<file path="config.mk">
export PLATFORM = sky130hd
export DESIGN_NAME = pitm_cross_unit
export DESIGN_NICKNAME = d
export VERILOG_FILES = /design/src/rtl/core/pitm_pkg.sv /design/src/rtl/core/pitm_cross_unit.sv
export SDC_FILE = /design/constraint.sdc
export NUM_CORES = 1
export LEC_CHECK = 0
export BUFFER_PORTS_ARGS = -buffer_cell sky130_fd_sc_hd__buf_4
export CORE_MARGIN = 2
export CORE_UTILIZATION = 30
export DETAILED_ROUTE_END_ITERATION = 8
export GPL_TIMING_DRIVEN = 1
export PLACE_DENSITY = 0.47
export SLEW_MARGIN = 20
export SYNTH_ARGS = -nofsm -noshare
export SYNTH_HDL_FRONTEND = slang
export SYNTH_SLANG_ARGS = --single-unit
</file>
<file path="constraint.sdc">
create_clock -name aclk -period 9.6 [get_ports aclk]
set_input_delay 0.96 -clock aclk [delete_from_list [all_inputs] [get_ports aclk]]
set_output_delay 0.96 -clock aclk [all_outputs]
set_load 0.02 [all_outputs]
</file>
<file path="src/rtl/core/pitm_pkg.sv">
// Shared types and constants for the point-in-triangle mesh hit test
`timescale 1ns / 1ps

package pitm_pkg;

    localparam int COORD_W = 16;
    localparam int DIFF_W  = 17;
    localparam int PROD_W  = 34;
    localparam int CROSS_W = 37;
    localparam int IDX_W   = 8;
    localparam int COUNT_W = 9;
    localparam int EXT_W   = 17;

    localparam logic [1:0] CMD_WRITE_VERTEX   = 2'd0;
    localparam logic [1:0] CMD_WRITE_TRIANGLE = 2'd1;
    localparam logic [1:0] CMD_QUERY          = 2'd2;

    typedef logic signed [COORD_W-1:0] coord_t;
    typedef logic signed [DIFF_W-1:0]  diff_t;

    typedef struct packed {
        logic [IDX_W-1:0] c;
        logic [IDX_W-1:0] b;
        logic [IDX_W-1:0] a;
    } tri_entry_t;

    typedef struct packed {
        diff_t abx;
        diff_t aby;
        diff_t acx;
        diff_t acy;
        diff_t apx;
        diff_t apy;
    } cross_operands_t;

    typedef struct packed {
        logic done;
        logic hit;
    } cross_status_t;

endpackage

</file>
<file path="src/rtl/core/pitm_cross_unit.sv">
// Shared multiplier and accumulator forming the three cross products and the hit decision
`timescale 1ns / 1ps

module pitm_cross_unit import pitm_pkg::*; (
    input  logic            aclk,
    input  logic            aresetn,
    input  logic            start,
    input  cross_operands_t ops,
    output cross_status_t   status
);

    typedef enum logic [2:0] {
        STEP_ABX_ACY,
        STEP_ABY_ACX,
        STEP_ABX_APY,
        STEP_ABY_APX,
        STEP_APX_ACY,
        STEP_APY_ACX,
        STEP_APC,
        STEP_DECIDE
    } step_t;

    step_t                      step_reg;
    logic                       busy_reg;
    cross_status_t              status_reg;
    cross_operands_t            ops_reg;
    logic signed [PROD_W-1:0]   prod_reg;
    logic signed [CROSS_W-1:0]  acc_reg;
    logic signed [CROSS_W-1:0]  abc_reg;
    logic signed [CROSS_W-1:0]  abp_reg;
    logic signed [CROSS_W-1:0]  apc_reg;

    diff_t                      mul_a;
    diff_t                      mul_b;
    logic signed [PROD_W-1:0]   prod;
    logic signed [CROSS_W-1:0]  diff_acc;
    logic signed [CROSS_W-1:0]  pbc;
    logic                       hit;

    always_comb begin
        unique case (step_reg)
            STEP_ABX_ACY: begin mul_a = ops_reg.abx; mul_b = ops_reg.acy; end
            STEP_ABY_ACX: begin mul_a = ops_reg.aby; mul_b = ops_reg.acx; end
            STEP_ABX_APY: begin mul_a = ops_reg.abx; mul_b = ops_reg.apy; end
            STEP_ABY_APX: begin mul_a = ops_reg.aby; mul_b = ops_reg.apx; end
            STEP_APX_ACY: begin mul_a = ops_reg.apx; mul_b = ops_reg.acy; end
            STEP_APY_ACX: begin mul_a = ops_reg.apy; mul_b = ops_reg.acx; end
            default:      begin mul_a = ops_reg.abx; mul_b = ops_reg.acy; end
        endcase
    end

    assign prod     = mul_a * mul_b;
    assign diff_acc = acc_reg - CROSS_W'(prod_reg);
    assign pbc      = abc_reg - abp_reg - apc_reg;

    // same sign as the area, zero counting as either
    always_comb begin
        if (!abc_reg[CROSS_W-1]) begin
            hit = !abp_reg[CROSS_W-1] && !apc_reg[CROSS_W-1] && !pbc[CROSS_W-1];
        end else begin
            hit = (abp_reg[CROSS_W-1] || (abp_reg == '0))
               && (apc_reg[CROSS_W-1] || (apc_reg == '0))
               && (pbc[CROSS_W-1] || (pbc == '0));
        end
    end

    always_ff @(posedge aclk) begin
        if (!aresetn) begin
            busy_reg   <= 1'b0;
            step_reg   <= STEP_ABX_ACY;
            status_reg <= '0;
        end else begin
            status_reg.done <= !start && busy_reg && (step_reg == STEP_DECIDE);
            if (start) begin
                ops_reg  <= ops;
                busy_reg <= 1'b1;
                step_reg <= STEP_ABX_ACY;
            end else if (busy_reg) begin
                prod_reg <= prod;
                unique case (step_reg)
                    STEP_ABX_ACY: begin
                        step_reg <= STEP_ABY_ACX;
                    end
                    STEP_ABY_ACX: begin
                        acc_reg  <= CROSS_W'(prod_reg);
                        step_reg <= STEP_ABX_APY;
                    end
                    STEP_ABX_APY: begin
                        abc_reg  <= diff_acc;
                        step_reg <= STEP_ABY_APX;
                    end
                    STEP_ABY_APX: begin
                        acc_reg  <= CROSS_W'(prod_reg);
                        step_reg <= STEP_APX_ACY;
                    end
                    STEP_APX_ACY: begin
                        abp_reg  <= diff_acc;
                        step_reg <= STEP_APY_ACX;
                    end
                    STEP_APY_ACX: begin
                        acc_reg  <= CROSS_W'(prod_reg);
                        step_reg <= STEP_APC;
                    end
                    STEP_APC: begin
                        apc_reg  <= diff_acc;
                        step_reg <= STEP_DECIDE;
                    end
                    STEP_DECIDE: begin
                        status_reg.hit  <= hit;
                        busy_reg        <= 1'b0;
                        step_reg        <= STEP_ABX_ACY;
                    end
                    default: begin
                        busy_reg <= 1'b0;
                        step_reg <= STEP_ABX_ACY;
                    end
                endcase
            end
        end
    end

    assign status = status_reg;

endmodule

</file>
Word-level counts from Yosys, hierarchy flattened
Index checks and enable logic that the tools add are counted.
{ "totals": {"ff_bits": 287, "inputBits": 105, "word_cells": 63, "out_inout_bits": 2} }
{ "op_classes": {"n_mul": 1, "mux": 7, "add_sub_neg": 3, "reduce_logical": 28, "n_bitwise": 2, "eq_ne": 7} }
{ "ops": {"columns": ["cell", "n"], "rows": [
  ["$logic_not 37->1", 3],
  ["$pmux 17 s3", 2],
  ["$sub 37x37->37", 2],
  ["$sub 34x34->35", 1],
  ["$mul 17x17->34", 1],
  ["$pmux 3 s8", 1],
  ["$reduce_and 4->1", 4],
  ["$eq 3x3->1 const B", 4],
  ["$eq 3x2->1 const B", 2],
  ["$logic_and 1x1->1", 6],
  ["$reduce_and 3->1", 2],
  ["$reduce_or 2->1", 3],
  ["$logic_not 1->1", 4],
  ["$mux 1", 4],
  ["$eq 3x1->1 const B", 1],
  ["$logic_not 3->1", 1],
  ["$logic_or 1x1->1", 3],
  ["$reduce_or 3->1", 1],
  ["$not 1->1", 2],
  ["$reduce_and 2->1", 1]
]} }

Longest topological paths before layout
Gate-level depths: netlist (run 1).
{ "logic_depth": {"ltp_word": 6, "ltp_mapped": 32, "depth_no_buf": 31} }

Worst setup path after synthesis (run 1)
OpenSTA, ideal clock, no wires.
{ "synth_timing": {"path_kind": "reg-to-reg", "startpoint": "register step_reg[1]", "endpoint": "register prod_reg[27], data pin", "path_slack_ps": 1761, "stages_incl_launch_ff": 31, "synth_period_minus_slack_ps": 7839, "setup_time_ps": 259, "arrival_time_ps": 7581, "required_time_ps": 9341, "n_path_buf": 3, "cell_sequence": "dfxtp_1 -> ha_1 -> nor2b_1 -> clkbuf_1 -> clkbuf_1 -> a22oi_1 -> a31oi_1 -> clkbuf_1 -> nand2_1 -> fa_1 -> inv_1 -> fa_1 -> inv_1 -> fa_1 -> inv_1 -> fa_1 -> fa_1 -> inv_1 -> fa_1 -> inv_1 -> ha_1 -> and3_1 -> a221o_1 -> o31a_1 -> a221oi_1 -> o21ai_1 -> o21a_1 -> o311a_1 -> o21ai_0 -> nand2b_1 -> xor2_1"} }
{ "synth_via": {"elab_chain_len": 4, "elab_cells_between_ends": 10, "classes_between": "1 x mul; 5 x eq/ne; 2 x mux; 2 x reduce/logical"} }
{ "synth_lines": {"columns": ["item", "line_no", "text"], "rows": [
  ["start: declaration", "pitm_cross_unit.sv:23", "step_t step_reg;"],
  ["start signal: assignment", "pitm_cross_unit.sv:70", "step_reg <= STEP_ABX_ACY;"],
  ["start signal: assignment", "pitm_cross_unit.sv:77", "step_reg <= STEP_ABX_ACY;"],
  ["start signal: assignment", "pitm_cross_unit.sv:82", "step_reg <= STEP_ABY_ACX;"],
  ["$eq 3x2->1 (tied with other cells)", "pitm_cross_unit.sv:41", "unique case (step_reg)"],
  ["$reduce_or 2->1 (no line)", null, null],
  ["$pmux 17 s3", "pitm_cross_unit.sv:41", null],
  ["$mul 17x17->34 (*)", "pitm_cross_unit.sv:52", "assign prod = mul_a * mul_b;"],
  ["named net prod[27]", "pitm_cross_unit.sv:35", "logic signed [PROD_W-1:0] prod;"],
  ["end signal: assignment", "pitm_cross_unit.sv:79", "prod_reg <= prod;"],
  ["end: declaration", "pitm_cross_unit.sv:27", "logic signed [PROD_W-1:0] prod_reg;"]
]} }
Mark *: on every way through the listed nets, which the timed path passes. The rest lies on a longest branch.
A chain may end at the register's enable or synchronous reset.

Final worst setup path (run 1)
Same ends and word-level chain as after synthesis.

==> metrics.txt, run 1 <==
status=finished, final reports clean; final standard cell area without fillers=28300 sq um; vias per cell=4.80; Die ar.=85400 sq um; quantity of gates resized following cts=0; post-layout utilization of the core=0.344; Layout Skew=0.0203 ns; Synth Flop Type=sky130_fd_sc_hd__edfxtp_1; Worst EP arrival=9.16 ns; final routed wire length divided by cell count=19.1 microns; Sequential cell area=8380 sq um; number of max-capacitance violations reported=0; kind of path behind the tightest hold check=reg2reg; final RePlAce weighted congestion=0.899; most common cell after layout, fill and taps aside=sky130_fd_sc_hd__inv_1; Post-Route WL=67300 microns; fraction of layout cells with a size suffix above 1=0.0954; number of cells produced by synthesis=2309; number of top-level pins=107; vias in the first global route=18500; final setup violation count=0; area fraction in and, or, nand and nor cells after synthesis=0.105; cts bufs inserted=34; setup repair after global routing missed its margin=no; setup TNS=0 ns; Syn Nets=2908; maximum number of pins on one net before global-route repair=78; sequential element share of the synthesized area=0.336; remaining max-slew budget at the tightest pin=0.303; Clock Tree Root=sky130_fd_sc_hd__clkbuf_16; maximum root-to-sink buffer count=3; residual overflow from global routing=0; Yosys reg bits=281; total global-route track usage=0.161; count of H-tree levels built during CTS=2; starting utilization of the core area=0.303; antenna violations before repair=0; cell row count=105; number of filler cells placed in the layout=8211; CP required=9.90 ns; remaining design rule violation count=0; number of buffers added on ports=106; fraction of registers with async set/reset=0; class of the most critical setup path=reg2reg; post-synthesis cell type count=75; Warnings, synthesis=0; count of final max-slew check failures=0; y dimension of the die=292 microns; Die Wd=292 microns; multi-input gate area in the final layout=14800 sq um; area growth from synthesis to layout=13.4%; first-pass GRT wire length=107000 microns; area fraction in compound gates after synthesis=0.107; hold buffers post-CTS=0; clock period minus worst slack=8.86 ns; hold violation count in the final report=0; DRT antenna net count=0; clock edge transition at the registers on the reported setup and hold paths=0.06 ns; Slowest-stage cell, CP=sky130_fd_sc_hd__fa_1; EDFF count, synth=275; top fanout value on the critical path=20; peak per-stage delay on the critical path=0.58 ns; Net count, final=3027; count of TritonRoute iterations in the first routing pass=6; per-instance average area after synthesis=10.8 sq um; combined area of all synthesized cells=24900 sq um; Slew @ Worst Pin=1.04 ns; Clk Latency, worst-skew pair=0.55 ns; area of the placeable core=82100 sq um; detailed placement HPWL=55700 microns; commonest cells after routing, fill and taps aside=sky130_fd_sc_hd__inv_1, sky130_fd_sc_hd__fa_1, sky130_fd_sc_hd__edfxtp_1; critical path startpoint category=flip-flop; Post-CTS Setup Inserts=0; Max Freq=113 MHz; Post-Synth Adder-Cell Area=0.348; clock sink count=281; xor-xnor portion of the synthesized cell area=0.0281; cell mode on critical path=sky130_fd_sc_hd__fa_1; fin crit share=0.923; total number of vias=16900; post-route worst hold slack=0.440 ns; largest family of logic cells by synthesized area=adder cells; placement-stage cell area=27100 sq um; max FFs per register=102; CTS tree=yes; multiplexer fraction of the synthesized cell area=0.00326; starting DRC count in detailed routing=965; total inserted antenna cells=0; element type at the critical path end=flip-flop
-- worst max-delay path, delay by kind of cell, from the launching register on --
family | cells | cell delay [ns]
flip-flops | 1 | 0.44
AO/OA/AOI/OAI | 9 | 2.87
XOR/XNOR | 1 | 0.14
AND/OR/NAND/NOR | 5 | 1.04
adder cells (fa/ha/maj) | 8 | 3.56
buffers and inverters | 6 | 0.56
-- cell usage after synthesis (10+ instances only) --
master                     instances  area [sq um]
sky130_fd_sc_hd__o21ai_1          21           105
sky130_fd_sc_hd__edfxtp_1        275          8260
sky130_fd_sc_hd__a22oi_1          10          75.1
sky130_fd_sc_hd__inv_1           415          1560
sky130_fd_sc_hd__nand3_1          20           100
sky130_fd_sc_hd__o21a_1           33           248
sky130_fd_sc_hd__fa_1            332          6650
sky130_fd_sc_hd__a21o_1           36           270
sky130_fd_sc_hd__o21bai_1         16           120
sky130_fd_sc_hd__nand4_1          12          75.1
sky130_fd_sc_hd__o21ai_0          56           280
sky130_fd_sc_hd__nand2_1         191           717
sky130_fd_sc_hd__a222oi_1         26           260
sky130_fd_sc_hd__and2_1           10          62.6
sky130_fd_sc_hd__xnor2_1          61           534
sky130_fd_sc_hd__clkbuf_1         57           214
sky130_fd_sc_hd__nor2_1          220           826
sky130_fd_sc_hd__or2_2            16           100
sky130_fd_sc_hd__nor2b_1          14          87.6
sky130_fd_sc_hd__nand2b_1         20           125
sky130_fd_sc_hd__a21oi_1          76           380
sky130_fd_sc_hd__a31oi_1          18           113
sky130_fd_sc_hd__a31o_2           10          87.6
sky130_fd_sc_hd__a211oi_1         12          90.1
sky130_fd_sc_hd__and3_1           21           131
sky130_fd_sc_hd__nor3_1           17          85.1
sky130_fd_sc_hd__ha_1            162          2030
sky130_fd_sc_hd__nor4_1           25           156
sky130_fd_sc_hd__xor2_1           19           166
-- per-stage QoR --
step	worst slack, ns	std cells
finish	0.737	3522
global route	0.351	3522
CTS	0.623	3522
detailed placement	0.632	3462
global placement	0.951	3462
floorplan	1.76	2309
-- final timing paths --
check                             startpoint            to  slack (ns)  cells after the start
worst max-delay path             step_reg[1]  prod_reg[27]        0.74                     29
worst max register to register   step_reg[1]  prod_reg[27]        0.74                     29
worst min-delay path            prod_reg[22]   acc_reg[22]        0.44                      0
worst min register to register  prod_reg[22]   acc_reg[22]        0.44                      0
-- routing by layer --
layer,up-vias,part of all wire,GRT usage
li1,7981,-,-
met1,8438,0.43,0.200
met2,372,0.50,0.290
met3,97,0.035,0.0196
met4,0,0.033,0.0546
met5,-,0,0
-- logic make-up (layout without fill, tap and decap cells) --
logic type / count (synthesis) / in the layout
AND/OR/NAND/NOR: 587 / 587
adder cells (fa/ha/maj): 494 / 494
buffers and inverters: 474 / 617
AO/OA/AOI/OAI: 385 / 385
flip-flops: 281 / 281
XOR/XNOR: 80 / 80
multiplexers: 8 / 8
-- cell type report --
type                    instances  area share
flip-flops and latches        281       0.297
multi-input cells            1554       0.524
well taps                    1070      0.0474
clock inverters                15     0.00638
clock buffers                  45      0.0330
inverters                     415      0.0551
repair buffers                142      0.0377
Power of run 1 is not shown: default switching activity piles up to over one toggle a cycle in this logic, so the estimate is an artifact.
==> run 2: changes to the inputs <==
--- a/config.mk
+++ b/config.mk
@@ -7,10 +7,11 @@
 export LEC_CHECK = 0
 export BUFFER_PORTS_ARGS = -buffer_cell sky130_fd_sc_hd__buf_4
 export CORE_MARGIN = 2
-export CORE_UTILIZATION = 30
+export CORE_UTILIZATION = 25
 export DETAILED_ROUTE_END_ITERATION = 8
 export GPL_TIMING_DRIVEN = 1
-export PLACE_DENSITY = 0.47
+export HOLD_SLACK_MARGIN = 0.05
+export PLACE_DENSITY = 0.42
 export SLEW_MARGIN = 20
 export SYNTH_ARGS = -nofsm -noshare
 export SYNTH_HDL_FRONTEND = slang
==> constraint.sdc (replaced) <==
create_clock -name aclk -period 7.2 [get_ports aclk]
set_input_delay 0.72 -clock aclk [delete_from_list [all_inputs] [get_ports aclk]]
set_output_delay 0.72 -clock aclk [all_outputs]
set_load 0.02 [all_outputs]
==> metrics.txt, run 2 (same netlist as run 1, synthesis figures left out) <==
status=complete, but fails checks (was finished, final reports clean); failing checks=setup timing; length of routed met3 wiring=2120 microns (was 2330 microns); cell row count=115 (was 105); detailed placement HPWL=59500 microns (was 55700 microns); count of H-tree levels built during CTS=2 (unchanged); Max Freq=133 MHz (was 113 MHz); RR Endpoint=prod_reg[33] (was prod_reg[27]); most common cell after layout, fill and taps aside=sky130_fd_sc_hd__inv_1 (unchanged); clock period minus worst slack=7.51 ns (was 8.86 ns); termination of the worst setup path=prod_reg[33] (was prod_reg[27]); post-layout utilization of the core=0.312 (was 0.344); area growth from synthesis to layout=23.3% (was 13.4%); peak per-stage delay on the critical path=0.56 ns (was 0.58 ns); critical path depth in cells=31 (was 29); R2R cell count=31 (was 29); Metal-1 WL=31400 microns (was 29000 microns); count of final max-slew check failures=0 (unchanged); total global-route track usage=0.139 (was 0.161); hold buffers post-CTS=0 (unchanged); fin crit share=1.04 (was 0.923); element type at the critical path end=flip-flop (unchanged); worst-case register-to-register setup slack=-0.31 ns (was 0.74 ns); Layout Skew=0.0199 ns (was 0.0203 ns); cell mode on critical path=sky130_fd_sc_hd__fa_1 (unchanged); WP buf/inv=9 (was 6); Die ar.=102000 sq um (was 85400 sq um); Die Wd=320 microns (was 292 microns); residual overflow from global routing=0 (unchanged); count of TritonRoute iterations in the first routing pass=6 (unchanged); Net count, final=3248 (was 3027); Place WS=-0.408 ns (was 0.632 ns); critical path startpoint category=flip-flop (unchanged); antenna violations before repair=0 (unchanged); Clk Latency, worst-skew pair=0.55 ns (about the same); total inserted antenna cells=0 (unchanged); post-route worst hold slack=0.339 ns (was 0.440 ns); clock sink count=281 (unchanged); Post-Route WL=70500 microns (was 67300 microns); Inst Count DP=3878 (was 3462); setup repair after global routing missed its margin=yes (was no); final routed wire length divided by cell count=17.8 microns (was 19.1 microns); max FFs per register=102 (unchanged); CTS tree=yes (unchanged); number of buffers added on ports=106 (unchanged); cell count of the worst hold path=1 (was 0); Slew @ Worst Pin=1.03 ns (was 1.04 ns); vias per cell=4.43 (was 4.80); first-pass GRT wire length=111000 microns (was 107000 microns); total number of vias=17500 (was 16900); length of routed met2 wiring=34900 microns (was 33700 microns); cell type group with the largest total delay on the critical path=adder cells (unchanged); fraction of layout cells with a size suffix above 1=0.198 (was 0.0954); Worst EP arrival=7.79 ns (was 9.16 ns); CP required=7.48 ns (was 9.90 ns); number of top-level pins=107 (unchanged); number of max-capacitance violations reported=0 (unchanged); maximum number of pins on one net before global-route repair=72 (was 78); y dimension of the die=320 microns (was 292 microns); kind of path behind the tightest hold check=in2reg (was reg2reg); area of the placeable core=98600 sq um (was 82100 sq um); clock edge transition at the registers on the reported setup and hold paths=0.06 ns (about the same); final RePlAce weighted congestion=0.875 (was 0.899); class of the most critical setup path=reg2reg (unchanged); commonest cells after routing, fill and taps aside=sky130_fd_sc_hd__inv_1, sky130_fd_sc_hd__buf_4, sky130_fd_sc_hd__fa_1 (was sky130_fd_sc_hd__inv_1, sky130_fd_sc_hd__fa_1, sky130_fd_sc_hd__edfxtp_1); crit path setup slack, layout=-0.307 ns (was 0.737 ns); DRT antenna net count=0 (unchanged); Slowest-stage cell, CP=sky130_fd_sc_hd__fa_2 (was sky130_fd_sc_hd__fa_1); Clock Tree Root=sky130_fd_sc_hd__clkbuf_16 (unchanged); hold violation count in the final report=0 (unchanged); vias in the first global route=19300 (was 18500); starting DRC count in detailed routing=1082 (was 965); remaining max-slew budget at the tightest pin=0.315 (was 0.303); worst r2r src=step_reg[1] (unchanged); number of cells in the finished layout apart from fillers=3961 (was 3522); maximum root-to-sink buffer count=3 (unchanged); cts bufs inserted=34 (unchanged); remaining design rule violation count=0 (unchanged); final setup violation count=8 (was 0); DR top layer=met4 (unchanged); starting utilization of the core area=0.253 (was 0.303); first element of the critical path=step_reg[1] (unchanged); top fanout value on the critical path=7 (was 20)
-- run 2: cell types whose count changed in the layout (fill, tap and decap cells not counted), sizes merged --
cell	previous run	this run
buf	142	363
clkbuf	45	41
clkinv	10	13
clkinvlp	2	3
inv	416	417
-- run 2: metal layers --
metal | up-vias | GRT usage
li1 | 8412 | -
met1 | 8708 | 0.177
met4 | 0 | 0.0437
met2 | 337 | 0.248
met3 | 77 | 0.0139
met5 | - | 0
-- run 2: how the worst min path moves through the flow --
stage                       startpoint          end  slack, ns
after floorplan           prod_reg[10]  acc_reg[10]       0.43
after global placement     prod_reg[8]   acc_reg[8]       0.44
after detailed placement   prod_reg[8]   acc_reg[8]       0.43
after CTS                       ops[8]   ops_reg[8]       0.31
after global routing           ops[22]  ops_reg[22]       0.31
final                           ops[8]   ops_reg[8]       0.34
-- run 2: final cells by class --
cell class	count	area, sq um
Fill cell	10100	67800
Multi-Input combinational cell	1554	15200
Sequential cell	281	8390
Timing Repair Buffer	363	2880
Tap cell	1287	1610
Inverter	415	1560
Clock buffer	41	877
Clock inverter	20	211
-- run 2: per-stage QoR --
step / cell area (sq um) / setup TNS, ns
after floorplan: 25200 / 0
after global placement: 29200 / -1.88
after detailed placement: 29200 / -2.54
after CTS: 30500 / -1.66
after global routing: 30700 / -4.42
final: 30700 / -1.69
-- run 2: worst register-to-register path, delay by kind of cell (launching register included) --
kind,cells,cell delay (ns)
xor gates and xnor gates,1,0.06
buffers and inverters,9,0.99
adders and majority gates,8,3.20
and+or+nand+nor,2,0.30
AOI/OAI and AO/OA,11,2.29
DFF,1,0.38
-- run 2: timing repair --
action / in CTS / in global routing
gates resized for setup: 53 / 36
cloned: 2 / 0
setup endpoints to repair: 9 / 13
pin swaps: 37 / 39
buffers inserted: 13 / 8
Power of run 2 is left out for the same reason.
==> run 3: changes to the inputs <==
--- a/config.mk
+++ b/config.mk
@@ -12,6 +12,7 @@
 export GPL_TIMING_DRIVEN = 1
 export HOLD_SLACK_MARGIN = 0.05
 export PLACE_DENSITY = 0.42
+export SKIP_CTS_REPAIR_TIMING = 1
 export SLEW_MARGIN = 20
 export SYNTH_ARGS = -nofsm -noshare
 export SYNTH_HDL_FRONTEND = slang
==> metrics.txt, run 3 (same netlist as run 1, synthesis figures left out) <==
status=complete, but fails checks (unchanged); failing checks=setup timing (unchanged); Die Wd=320 microns (unchanged); Place WS=-0.408 ns (unchanged); Worst EP arrival=7.86 ns (was 7.79 ns); Clock Tree Root=sky130_fd_sc_hd__clkbuf_16 (unchanged); count of final max-slew check failures=0 (unchanged); number of buffers added on ports=106 (unchanged); Net count, final=3241 (was 3248); total number of vias=17500 (about the same); most common cell after layout, fill and taps aside=sky130_fd_sc_hd__inv_1 (unchanged); antenna violations before repair=0 (unchanged); y dimension of the die=320 microns (unchanged); fraction of layout cells with a size suffix above 1=0.188 (was 0.198); cell mode on critical path=sky130_fd_sc_hd__fa_1 (unchanged); setup repair after global routing missed its margin=yes (unchanged); top fanout value on the critical path=5 (was 7); detailed placement HPWL=59500 microns (unchanged); total inserted antenna cells=0 (unchanged); cts bufs inserted=34 (unchanged); Inst Count DP=3878 (unchanged); hold violation count in the final report=0 (unchanged); final RePlAce weighted congestion=0.875 (unchanged); area growth from synthesis to layout=22.7% (was 23.3%); clock period minus worst slack=7.56 ns (was 7.51 ns); kind of path behind the tightest hold check=in2reg (unchanged); final setup violation count=9 (was 8); Layout Skew=0.0203 ns (was 0.0199 ns); Post-Route WL=70200 microns (was 70500 microns); clock sink count=281 (unchanged); clock edge transition at the registers on the reported setup and hold paths=0.06 ns (about the same); remaining design rule violation count=0 (unchanged); area of the placeable core=98600 sq um (unchanged); max FFs per register=102 (unchanged); number of max-capacitance violations reported=0 (unchanged); fin crit share=1.05 (was 1.04); Clk Latency, worst-skew pair=0.55 ns (about the same); count of TritonRoute iterations in the first routing pass=9 (was 6); Max Freq=132 MHz (was 133 MHz); Slew @ Worst Pin=1.04 ns (was 1.03 ns); CTS tree=yes (unchanged); maximum number of pins on one net before global-route repair=72 (unchanged); vias per cell=4.43 (about the same); first-pass GRT wire length=110000 microns (was 111000 microns); peak per-stage delay on the critical path=0.56 ns (about the same); commonest cells after routing, fill and taps aside=sky130_fd_sc_hd__inv_1, sky130_fd_sc_hd__buf_4, sky130_fd_sc_hd__fa_1 (unchanged); number of cells in the finished layout apart from fillers=3954 (was 3961); final routed wire length divided by cell count=17.7 microns (was 17.8 microns); starting DRC count in detailed routing=1047 (was 1082); cell row count=115 (unchanged); class of the most critical setup path=reg2reg (unchanged); Die ar.=102000 sq um (unchanged); remaining max-slew budget at the tightest pin=0.306 (was 0.315); element type at the critical path end=flip-flop (unchanged); Slowest-stage cell, CP=sky130_fd_sc_hd__fa_1 (was sky130_fd_sc_hd__fa_2); critical path startpoint category=flip-flop (unchanged); vias in the first global route=19200 (was 19300); DRT antenna net count=0 (unchanged); CP required=7.50 ns (was 7.48 ns); count of H-tree levels built during CTS=2 (unchanged); residual overflow from global routing=0 (unchanged); total global-route track usage=0.138 (was 0.139); crit path setup slack, layout=-0.361 ns (was -0.307 ns); starting utilization of the core area=0.253 (unchanged); number of top-level pins=107 (unchanged); maximum root-to-sink buffer count=3 (unchanged)
## run 3: cell type report
type / count / area (sq um)
multi-input cells: 1555 / 15100
fillers: 10100 / 68000
repair buffers: 355 / 2800
inverters: 415 / 1560
clock buffers: 41 / 877
flip-flops and latches: 281 / 8390
clock inverters: 20 / 211
well taps: 1287 / 1610
## run 3: routing by layer
metal	GRT usage	vias to the layer above	share of wire
met5	0	-	0
met4	0.0454	0	0.034
met3	0.0139	86	0.031
met2	0.245	346	0.49
met1	0.175	8697	0.44
li1	-	8399	-
## run 3: metrics by stage
step	hold slack (ns)	util	area [sq um]	setup TNS [ns]
floorplan	0.426	-	25200	0
global placement	0.436	0.296	29200	-1.88
detailed placement	0.434	0.296	29200	-2.54
CTS	0.306	0.307	30300	-2.67
global route	0.312	0.310	30600	-4.92
finish	0.341	0.310	30600	-2.19
## run 3: final timing paths
kind,from,depth (start not counted),slack [ns],end
setup / recovery,step_reg[0],30,-0.36,prod_reg[27]
hold / removal,ops[8],1,0.34,ops_reg[8]
setup reg to reg,step_reg[0],30,-0.36,prod_reg[27]
hold reg to reg,prod_reg[16],0,0.45,acc_reg[16]
## run 3: worst max-delay path: cells and delay by family, from the launching register on
kind / cells / cell delay [ns]
fa+ha+maj: 8 / 3.56
compound gates: 9 / 2.13
simple gates: 6 / 0.67
buf+inv: 6 / 0.45
flops: 1 / 0.36
xor+xnor: 1 / 0.14
Power of run 3 is left out for the same reason.
